==> config.mk <==
export PLATFORM = sky130hd
export DESIGN_NAME = weighted_edit_distance_matcher_top
export DESIGN_NICKNAME = d
export VERILOG_FILES = /design/src/hw/rtl/wedm_pkg.sv /design/src/hw/rtl/weighted_edit_distance_matcher_top.sv /design/src/hw/rtl/wedm_head_cell.sv /design/src/hw/rtl/wedm_cell.sv
export SDC_FILE = /design/constraint.sdc
export NUM_CORES = 2
export LEC_CHECK = 0
export BUFFER_PORTS_ARGS = -buffer_cell sky130_fd_sc_hd__buf_2
export CAP_MARGIN = 10
export CORE_ASPECT_RATIO = 1.25
export CORE_MARGIN = 8
export CORE_UTILIZATION = 30
export CTS_BUF_LIST = sky130_fd_sc_hd__clkbuf_16
export DETAILED_ROUTE_END_ITERATION = 16
export PLACE_DENSITY = 0.44
export RECOVER_POWER = 50
export SETUP_SLACK_MARGIN = 0.05
export SLEW_MARGIN = 40
export SYNTH_ARGS = -nofsm -noshare
export SYNTH_HDL_FRONTEND = slang
export SYNTH_HIERARCHICAL = 1
export SYNTH_SLANG_ARGS = --single-unit
==> constraint.sdc <==
create_clock -name i_clk -period 5.18 [get_ports i_clk]
set_clock_uncertainty 0.15 [all_clocks]
set_input_delay 0.518 -clock i_clk [delete_from_list [all_inputs] [get_ports i_clk]]
set_output_delay 0.518 -clock i_clk [all_outputs]
set_load 0.05 [all_outputs]
==> src/hw/rtl/wedm_pkg.sv <==
// Shared types, constants and helper functions for the weighted edit-distance matcher.
// Used by wedm_head_cell, wedm_cell and weighted_edit_distance_matcher_top.
package wedm_pkg;

    // Sizes
    localparam int PATTERN_MAX = 16;
    localparam int CHAR_W      = 8;
    localparam int COST_W      = 7;
    localparam int WEIGHT_W    = 4;
    localparam int LEN_W       = 5;
    localparam int CFG_IDX_W   = 3;
    localparam int CFG_DATA_W  = 64;

    localparam logic [COST_W-1:0] COST_CAP = {COST_W{1'b1}};

    // Configuration register indexes
    typedef enum logic [CFG_IDX_W-1:0] {
        CFG_PAT_LOW   = 3'd0,
        CFG_PAT_HIGH  = 3'd1,
        CFG_PAT_LEN   = 3'd2,
        CFG_INS_COST  = 3'd3,
        CFG_DEL_COST  = 3'd4,
        CFG_SUB_COST  = 3'd5,
        CFG_THRESHOLD = 3'd6
    } t_cfg_index;

    // Input and result items
    typedef struct packed {
        logic [CHAR_W-1:0] word_char;
        logic              word_end;
    } t_in_item;

    typedef struct packed {
        logic [COST_W-1:0] distance;
        logic              is_match;
    } t_out_item;

    // Token handed from cell to cell; carries the costs captured at accept
    typedef struct packed {
        logic                   valid;
        logic                   start;   // first character of a word
        logic                   last;    // last character of a word
        logic [WEIGHT_W-1:0]    ins;
        logic [WEIGHT_W-1:0]    del;
        logic [WEIGHT_W-1:0]    subc;
        logic [LEN_W-1:0]       len;     // cells left before the distance tap
        logic [COST_W-1:0]      thr;
        logic [PATTERN_MAX-1:0] match;   // bit 0 is the next cell's compare
        logic [COST_W-1:0]      diag;    // previous cell's old column entry
        logic [COST_W-1:0]      above;   // previous cell's new column entry
        logic [COST_W-1:0]      word_cost;
    } t_token;

    // Saturating add of a weight to a cost
    function automatic logic [COST_W-1:0] sat_add(input logic [COST_W-1:0] a,
                                                   input logic [WEIGHT_W-1:0] b);
        logic [COST_W:0] s;
        s = {1'b0, a} + {{(COST_W + 1 - WEIGHT_W){1'b0}}, b};
        return s[COST_W] ? COST_CAP : s[COST_W-1:0];
    endfunction

    // ASCII upper case to lower case, other bytes unchanged
    function automatic logic [CHAR_W-1:0] fold(input logic [CHAR_W-1:0] c);
        return (c >= 8'd65 && c <= 8'd90) ? c + 8'd32 : c;
    endfunction

    function automatic logic [COST_W-1:0] min3(input logic [COST_W-1:0] a,
                                                input logic [COST_W-1:0] b,
                                                input logic [COST_W-1:0] c);
        logic [COST_W-1:0] m;
        m = (a < b) ? a : b;
        return (m < c) ? m : c;
    endfunction

endpackage

==> src/hw/rtl/weighted_edit_distance_matcher_top.sv <==
// Top level of the weighted edit-distance matcher: config registers, chain, result register.
// Depends on wedm_pkg, wedm_head_cell and wedm_cell.
//
// The matcher takes one character item per cycle while the input is not stalled and
// returns one result item (distance, is_match) per word through a result register that
// is loaded when the word's last character leaves the chain. Each character walks a chain of
// one head cell and 16 pattern cells, one cell per cycle while not stalled, so up to 18
// characters are in flight; that chain sets the latency. The costs, pattern length, threshold
// and the per-character compare against the pattern are captured when a character
// is accepted. The input stalls only while a finished result waits in the output
// register and another word end has reached the end of the chain. No clearing pass
// after reset.
module weighted_edit_distance_matcher_top import wedm_pkg::*; (
    input  logic                  i_clk,
    input  logic                  i_rst_n,
    input  logic                  i_cfg_wr_en,
    input  logic [CFG_IDX_W-1:0]  i_cfg_index,
    input  logic [CFG_DATA_W-1:0] i_cfg_data,
    input  logic                  i_in_valid,
    output logic                  o_in_stall,
    input  t_in_item              i_in_item,
    output logic                  o_out_valid,
    input  logic                  i_out_stall,
    output t_out_item             o_out_item
);

    // Configuration registers
    logic [CFG_DATA_W-1:0] r_pat_low;
    logic [CFG_DATA_W-1:0] r_pat_high;
    logic [LEN_W-1:0]      r_pat_len;
    logic [WEIGHT_W-1:0]   r_ins_cost;
    logic [WEIGHT_W-1:0]   r_del_cost;
    logic [WEIGHT_W-1:0]   r_sub_cost;
    logic [COST_W-1:0]     r_threshold;

    logic                  r_in_word;
    t_token                r_tok0;
    t_token                n_tok0;
    t_token                w_chain [PATTERN_MAX+1:0];
    t_token                w_tail;
    logic                  w_advance;
    logic                  w_accept;
    logic [2*CFG_DATA_W-1:0] w_pat_all;
    logic [CHAR_W-1:0]     w_char_f;
    logic [PATTERN_MAX-1:0] w_match;
    logic [LEN_W-1:0]      w_len;
    logic                  r_out_valid;
    t_out_item             r_out_item;

    always_ff @(posedge i_clk) begin
        if (!i_rst_n) begin
            r_pat_low   <= '0;
            r_pat_high  <= '0;
            r_pat_len   <= '0;
            r_ins_cost  <= WEIGHT_W'(1);
            r_del_cost  <= WEIGHT_W'(1);
            r_sub_cost  <= WEIGHT_W'(1);
            r_threshold <= COST_W'(2);
        end else if (i_cfg_wr_en) begin
            unique case (t_cfg_index'(i_cfg_index))
                CFG_PAT_LOW:   r_pat_low   <= i_cfg_data;
                CFG_PAT_HIGH:  r_pat_high  <= i_cfg_data;
                CFG_PAT_LEN:   r_pat_len   <= i_cfg_data[LEN_W-1:0];
                CFG_INS_COST:  r_ins_cost  <= i_cfg_data[WEIGHT_W-1:0];
                CFG_DEL_COST:  r_del_cost  <= i_cfg_data[WEIGHT_W-1:0];
                CFG_SUB_COST:  r_sub_cost  <= i_cfg_data[WEIGHT_W-1:0];
                CFG_THRESHOLD: r_threshold <= i_cfg_data[COST_W-1:0];
                default: ;
            endcase
        end
    end

    // Chain moves unless a word end would overrun a held result
    assign w_advance  = !(w_tail.valid && w_tail.last && r_out_valid && i_out_stall);
    assign o_in_stall = !w_advance;
    assign w_accept   = i_in_valid && w_advance;

    // Compare the character against every pattern position at once
    assign w_pat_all = {r_pat_high, r_pat_low};
    assign w_char_f  = fold(i_in_item.word_char);

    always_comb begin
        for (int i = 0; i < PATTERN_MAX; i++) begin
            w_match[i] = (fold(w_pat_all[CHAR_W*i +: CHAR_W]) == w_char_f);
        end
    end

    assign w_len = (r_pat_len > LEN_W'(PATTERN_MAX)) ? LEN_W'(PATTERN_MAX) : r_pat_len;

    // Entry token
    always_comb begin
        n_tok0       = '0;
        n_tok0.valid = w_accept;
        n_tok0.start = !r_in_word;
        n_tok0.last  = i_in_item.word_end;
        n_tok0.ins   = r_ins_cost;
        n_tok0.del   = r_del_cost;
        n_tok0.subc  = r_sub_cost;
        n_tok0.len   = w_len;
        n_tok0.thr   = r_threshold;
        n_tok0.match = w_match;
    end

    always_ff @(posedge i_clk) begin
        if (!i_rst_n) begin
            r_in_word <= 1'b0;
            r_tok0    <= '0;
        end else if (w_advance) begin
            r_tok0 <= n_tok0;
            if (w_accept) begin
                r_in_word <= !i_in_item.word_end;
            end
        end
    end

    // Cell chain
    assign w_chain[0] = r_tok0;

    wedm_head_cell u_head (
        .i_clk     (i_clk),
        .i_rst_n   (i_rst_n),
        .i_advance (w_advance),
        .i_tok     (w_chain[0]),
        .o_tok     (w_chain[1])
    );

    for (genvar g = 0; g < PATTERN_MAX; g++) begin : g_cell
        wedm_cell u_cell (
            .i_clk     (i_clk),
            .i_rst_n   (i_rst_n),
            .i_advance (w_advance),
            .i_tok     (w_chain[g+1]),
            .o_tok     (w_chain[g+2])
        );
    end

    assign w_tail = w_chain[PATTERN_MAX+1];

    // Result register
    always_ff @(posedge i_clk) begin
        if (!i_rst_n) begin
            r_out_valid <= 1'b0;
        end else if (w_advance && w_tail.valid && w_tail.last) begin
            r_out_valid <= 1'b1;
        end else if (!i_out_stall) begin
            r_out_valid <= 1'b0;
        end
    end

    always_ff @(posedge i_clk) begin
        if (w_advance && w_tail.valid && w_tail.last) begin
            r_out_item.distance <= w_tail.word_cost;
            r_out_item.is_match <= (w_tail.word_cost <= w_tail.thr);
        end
    end

    assign o_out_valid = r_out_valid;
    assign o_out_item  = r_out_item;

    // A new result appears only after a word end left the chain
    a_result_source: assert property (@(posedge i_clk) disable iff (!i_rst_n)
        (o_out_valid && !$past(o_out_valid)) |-> $past(w_tail.valid && w_tail.last))
        else $error("result without a word end at the chain tail");

    // Input is held off only behind a blocked result
    a_stall_cause: assert property (@(posedge i_clk) disable iff (!i_rst_n)
        o_in_stall |-> (o_out_valid && i_out_stall))
        else $error("input stalled without a blocked result");

    // Accepting a word end closes the word
    a_word_close: assert property (@(posedge i_clk) disable iff (!i_rst_n)
        (w_accept && i_in_item.word_end) |=> (!r_in_word && r_tok0.valid && r_tok0.last))
        else $error("word end did not close the word");

endmodule

==> src/hw/rtl/wedm_head_cell.sv <==
// Head cell of the matcher chain: holds the top entry of the cost column.
// Depends on wedm_pkg.
module wedm_head_cell import wedm_pkg::*; (
    input  logic   i_clk,
    input  logic   i_rst_n,
    input  logic   i_advance,
    input  t_token i_tok,
    output t_token o_tok
);

    logic [COST_W-1:0] r_top;
    t_token            r_tok;
    t_token            n_tok;
    logic [COST_W-1:0] w_old;
    logic [COST_W-1:0] w_top;

    // Top entry restarts at zero at a word start, then grows by the insert cost
    assign w_old = i_tok.start ? '0 : r_top;
    assign w_top = sat_add(w_old, i_tok.ins);

    always_comb begin
        n_tok       = i_tok;
        n_tok.diag  = w_old;
        n_tok.above = w_top;
        // Empty pattern: distance is the top entry
        if (i_tok.len == '0) begin
            n_tok.word_cost = w_top;
        end
    end

    always_ff @(posedge i_clk) begin
        if (!i_rst_n) begin
            r_top <= '0;
            r_tok <= '0;
        end else if (i_advance) begin
            r_tok <= n_tok;
            if (i_tok.valid) begin
                r_top <= w_top;
            end
        end
    end

    assign o_tok = r_tok;

endmodule

==> src/hw/rtl/wedm_cell.sv <==
// One pattern cell of the matcher chain: holds one entry of the cost column.
// Depends on wedm_pkg.
module wedm_cell import wedm_pkg::*; (
    input  logic   i_clk,
    input  logic   i_rst_n,
    input  logic   i_advance,
    input  t_token i_tok,
    output t_token o_tok
);

    logic [COST_W-1:0] r_col;
    t_token            r_tok;
    t_token            n_tok;
    logic [COST_W-1:0] w_old;
    logic [COST_W-1:0] w_sub;
    logic [COST_W-1:0] w_val;

    // At a word start the entry is rebuilt from the neighbor's rebuilt entry
    assign w_old = i_tok.start ? sat_add(i_tok.diag, i_tok.del) : r_col;
    assign w_sub = sat_add(i_tok.diag, i_tok.match[0] ? '0 : i_tok.subc);
    assign w_val = min3(w_sub, sat_add(i_tok.above, i_tok.del), sat_add(w_old, i_tok.ins));

    always_comb begin
        n_tok       = i_tok;
        n_tok.diag  = w_old;
        n_tok.above = w_val;
        n_tok.match = i_tok.match >> 1;
        n_tok.len   = (i_tok.len == '0) ? '0 : i_tok.len - 1'b1;
        // This cell is the one the pattern length points at
        if (i_tok.len == LEN_W'(1)) begin
            n_tok.word_cost = w_val;
        end
    end

    // Token valid needs reset; the column entry is rebuilt before use
    always_ff @(posedge i_clk) begin
        if (!i_rst_n) begin
            r_tok <= '0;
        end else if (i_advance) begin
            r_tok <= n_tok;
        end
    end

    always_ff @(posedge i_clk) begin
        if (i_advance && i_tok.valid) begin
            r_col <= w_val;
        end
    end

    assign o_tok = r_tok;

endmodule
# Yosys cells after proc, flatten, opt, wreduce, memory -nomap -nowiden
# Index checks and enable logic that the tools add are counted.
[classes]
add_sub_neg = 97
magnitude_cmp = 68
n_eq_ne = 39
muxes = 182
bitwise_logic = 1
n_reduce_logical = 68
[ops]
columns = ["operator", "count"]
rows = [
  ["7-bit two-way mux", 131],
  ["7-bit by 4-bit adder with 8-bit output", 65],
  ["7-bit < comparator", 32],
  ["8-bit by 6-bit adder with 8-bit output (second input constant)", 17],
  ["8-bit by 7-bit greater-or-equal comparator with 1-bit output (second input constant)", 17],
  ["8-bit by 7-bit less-or-equal comparator with 1-bit output (second input constant)", 17],
  ["8-bit two-way mux", 17],
  ["8-bit equality test", 16],
  ["5-bit by 1-bit equality test with 1-bit output (second input constant)", 16],
  ["5-bit zero test", 16],
  ["5-bit two-way mux", 16],
  ["5-bit by 1-bit subtractor with 5-bit output (second input constant)", 15],
  ["4-bit two-way mux", 16],
  ["1-bit logical AND", 39],
  ["2-bit AND reduction", 9],
  ["3-bit equality test (second input constant)", 3],
  ["7-bit less-or-equal comparator", 1],
  ["3-bit by 2-bit equality test with 1-bit output (second input constant)", 2],
  ["5-bit > comparator (second input constant)", 1],
  ["3-bit by 1-bit equality test with 1-bit output (second input constant)", 1],
  ["1-bit zero test", 3],
  ["3-bit zero test", 1],
  ["1-bit two-way mux", 2],
  ["2-bit by 1-bit inequality test with 1-bit output (second input constant)", 1],
  ["1-bit inverter", 1],
]
[word_totals]
register_bits = 1244
input_bits = 81
output_inout_bits = 10
wordCells = 688

# Logic depth before layout (Yosys ltp)
[depth]
word_depth = 8
mapped_depth = 26
depth_no_buf = 26

# Modules after synthesis
# The synthesis kept the hierarchy.
[by_module_without_submodules]
columns = ["mod", "n_inst", "cells_each", "area_per_inst_um2", "seq_area_each_um2"]
rows = [
  ["wedm_cell (g_cell[13].u_cell ...)", 10, 479, 4339.2, 1471.4],
  ["wedm_cell (g_cell[10].u_cell ...)", 4, 493, 4256.6, 1471.4],
  ["weighted_edit_distance_matcher_top", 1, 1245, 10257.3, 4184.0],
  ["wedm_cell (g_cell[8].u_cell)", 1, 474, 4406.7, 1471.4],
  ["wedm_cell (g_cell[0].u_cell)", 1, 476, 4190.3, 1471.4],
  ["wedm_head_cell", 1, 298, 2881.5, 1421.4],
]

# Least setup slack after synthesis
# No wires, ideal clock.
[synth_timing]
kind = "reg2reg"
start = "register g_cell[12].u_cell.r_tok, in the netlist g_cell[12].u_cell/o_tok[49]"
end = "register g_cell[13].u_cell.r_tok, in the netlist g_cell[13].u_cell/o_tok[1]"
setup_time_ns = 0.177
arrival_time_ns = 4.852
required_time_ns = 4.853
path_slack_ns = 0.001
path_stages_with_launch = 25
path_buffers = 1
synth_period_minus_slack_ns = 5.179
path_cell_list = "dfxtp_1 -> nor2b_1 -> ha_1 -> inv_1 -> fa_1 -> nor2b_1 -> o21ai_0 -> a21oi_1 -> and2_1 -> a21o_1 -> inv_1 -> ha_1 -> nand4_1 -> o31ai_4 -> mux2_2 -> inv_1 -> ha_1 -> a211oi_1 -> nor2_1 -> a2111oi_0 -> a21o_1 -> o31a_1 -> buf_6 -> mux2i_1 -> o221ai_1"
[synth_between]
elab_chain_cells = 8
[synth_lines]
columns = ["item", "line", "rtl"]
rows = [
  ["start: declaration", "wedm_cell.sv:12", "t_token r_tok;"],
  ["start signal: assignment", "wedm_cell.sv:40", "r_tok <= n_tok;"],
  ["4-bit two-way mux (*)", "wedm_cell.sv:20", "assign w_sub = sat_add(i_tok.diag, i_tok.match[0] ? '0 : i_tok.subc);"],
  ["7-bit by 4-bit adder with 8-bit output (*)", "wedm_pkg.sv:58", "s = {1'b0, a} + {{(COST_W + 1 - WEIGHT_W){1'b0}}, b};"],
  ["7-bit two-way mux (*)", "wedm_pkg.sv:59", "return s[COST_W] ? COST_CAP : s[COST_W-1:0];"],
  ["7-bit < comparator", "wedm_pkg.sv:71", "m = (a < b) ? a : b;"],
  ["7-bit two-way mux (*)", "wedm_pkg.sv:71", ""],
  ["7-bit < comparator", "wedm_pkg.sv:72", "return (m < c) ? m : c;"],
  ["7-bit two-way mux (*)", "wedm_pkg.sv:72", ""],
  ["7-bit two-way mux (*)", "wedm_cell.sv:30", "if (i_tok.len == LEN_W'(1)) begin"],
  ["end signal: assignment", "wedm_cell.sv:40", ""],
  ["end: declaration", "wedm_cell.sv:12", ""],
]
# Mark *: on every way between the ends. The rest lies on a longest branch, timed or not.
# A chain may end at the register's enable or synchronous reset.

==> metrics.md <==
| Metric | Value |
|---|---|
| Switching portion of total power | 0.310 |
| Placed Area | 88700 µm² |
| Slowest cell delay on critical path | 0.36 ns |
| Synthesized area | 76500 µm² |
| Layout cells sized above 1 | 0.282 |
| Clock tree buffer depth | 4 |
| Vias in the first global route | 67000 |
| Worst path slowest cell | dfxtp_4 |
| Max cap viols | 16 |
| DIE HEIGHT | 581 µm |
| CTS root buf | clkbuf_16 |
| I/O pin count | 91 |
| FMAX | 189 MHz |
| CP required | 5.57 ns |
| Final WS setup | -0.121 ns |
| Final HPWL DP | 187000 µm |
| Final hold violation count | 0 |
| Port bufs | 90 |
| Die width | 468 µm |
| Kind of end point of the critical path | flip-flop |
| CTS tree | done |
| Sw Pwr | 0.00928 W |
| First-iteration detailed-routing DRC count | 2932 |
| Worst path bufs/invs | 7 |
| Routed wire length | 251000 µm |
| Wire per inst | 18.5 µm |
| Internal power | 0.0206 W |
| Antenna-violating nets left | 0 |
| Largest net degree at the start of global routing | 152 |
| Via Count | 66800 |
| CORE AREA | 254000 µm² |
| Global-route wire length before repair | 385000 µm |
| Critical path type | flip-flop to flip-flop |
| RSZ-0062 raised after global routing | true |
| Min Tclk post-route | 5.30 ns |
| Place WS | -0.468 ns |
| Worst slew pin tran | 3.13 ns |
| Failing checks | capacitance limit, slew limit, setup timing |
| Warnings, synthesis | 6 |
| Comb pwr share | 0.288 |
| Final Util | 0.399 |
| WP data arrival | 5.69 ns |
| Placed insts | 13000 |
| Grt ovf | 0 |
| PwrDens | 295 nW/µm² |
| HP Class | input pin to flip-flop |
| # rows | 207 |
| Status | finished with violations |
| Fin nets | 10700 |
| Leak Pwr | 44.9 nW |
| Num CTS Buffers | 155 |
| Rel. slew slack | -1.09 |
| Design area | 101000 µm² |
| Hold WS | 0.0848 ns |
| Initial antenna violation count | 5 |
| Starting density of the core | 0.301 |
| Slew Limit Fails | 1200 |
| Reg power frac | 0.364 |
| Synth-to-layout area growth | 32.5% |
| Worst-Skew Late Latency | 0.84 ns |
| DRC | 0 |
| Setup violations, final | 27 |
| Die ar. | 272000 µm² |
| Reg clk slew, reported paths | 0.06 ns |
| Via density | 4.93 |
| Non-Filler Instances | 13500 |
| Synthesized instance count | 8748 |
| DRT Pass-1 Iters | 5 |
| H-tree depth | 4 |
| Total global-route track usage | 0.175 |
| Syn Area/Cell | 8.75 µm² |
| Layout fillers | 25300 |
| CP startpoint kind | flip-flop |
| Final GP Congestion | 0.855 |
| Peak supply drop | 242 µV |
| Clk pwr share | 0.348 |
| Largest delay share family, worst path | compound AO/OA/AOI/OAI gates |
| Fin crit share | 1.02 |
| Worst-path maximum fanout | 4 |
| TritonCTS Sinks | 1244 |
## final cells by class
cell class	count	area [µm²]	share of cell area
multi-input cells	6638	52300	0.516
flip-flops and latches	1244	26200	0.259
repair buffers	1562	12000	0.118
well taps	3344	4180	0.0413
clock buffers	161	4030	0.0397
inverters	487	1860	0.0184
clock inverters	106	739	0.00729
diodes	7	17.5	0.000173
## tightest hold or removal path: cells and delay by family
kind	cells	cell delay (ns)
compound gates	2	0.15
xor+xnor	1	0.15
buf+inv	1	0.12
simple gates	1	0.07
## power groups by stage
stage	sequential, W	clock, W	combinational, W
after global placement	0.0111	0	0.00663
after floorplan	0.0109	0	0.00419
after global routing	0.0110	0.0111	0.00938
after CTS	0.0109	0.0108	0.00749
after detailed placement	0.0111	0	0.00673
final	0.0109	0.0104	0.00861
## cells in the final DEF (no fill, tap or decap), types with 120 or more instances in the layout
master and count:
nand2_1 720, xnor2_1 163, mux2i_1 664, a21boi_0 174, nand2b_1 122, dfxtp_1 1051
inv_1 419, buf_4 1290, ha_1 384, nor3_1 121, a21oi_1 384, clkbuf_16 161
nor2b_1 490, o21ai_0 209, edfxtp_1 120, nand3_1 227, nor2_1 713
## timing repair
action	4_1_cts	5_1_grt
resized for setup	427	901
pin swaps	154	430
cloned	0	0
setup buffers	110	130
endpoints found under the hold margin	156	0
setup endpoints to repair	318	327
hold buffers	71	0
## final timing paths
kind | slack [ns] | startpoint | end | cells past startpoint
worst max-delay path | -0.12 | g_cell[14].u_cell/o_tok[21]$_SDFFE_PN0P_ | g_cell[15].u_cell/r_col[1]$_DFFE_PP_ | 26
worst min-delay path | 0.08 | i_in_item[8] | r_tok0[28]$_SDFFE_PN0N_ | 5
worst max register to register | -0.12 | g_cell[14].u_cell/o_tok[21]$_SDFFE_PN0P_ | g_cell[15].u_cell/r_col[1]$_DFFE_PP_ | 26
worst min register to register | 0.31 | u_head/r_top[3]$_SDFFE_PN0P_ | u_head/r_top[3]$_SDFFE_PN0P_ | 2
## stage by stage
stage / total power [W] / TNS (ns)
floorplan: 0.0150 / 0
CTS: 0.0292 / -0.0979
global route: 0.0315 / -40.83
finish: 0.0299 / -1.05
global placement: 0.0177 / -44.98
detailed placement: 0.0178 / -66.44
## per-layer routing
metal  global-route usage  up-vias  part of all wire
met1                0.208    32000              0.43
met5                    0        -          0.000048
met3               0.0173      402             0.022
met2                0.329      806              0.52
li1                     -    33600                 -
met4               0.0562        2             0.036
## flip-flops by register name (all words and copies together) (netlist names)
name,flops
g_cell.u_cell/r_col,112
r_in_word,1
r_pat_high,64
r_del_cost,4
g_cell.u_cell/o_tok,856
r_pat_low,64
r_pat_len,5
u_head/o_tok,64
o_out_valid,1
r_ins_cost,4
r_threshold,7
u_head/r_top,7
r_sub_cost,4
r_tok0,43
o_out_item,8
Power figures use the tool's default switching activity.
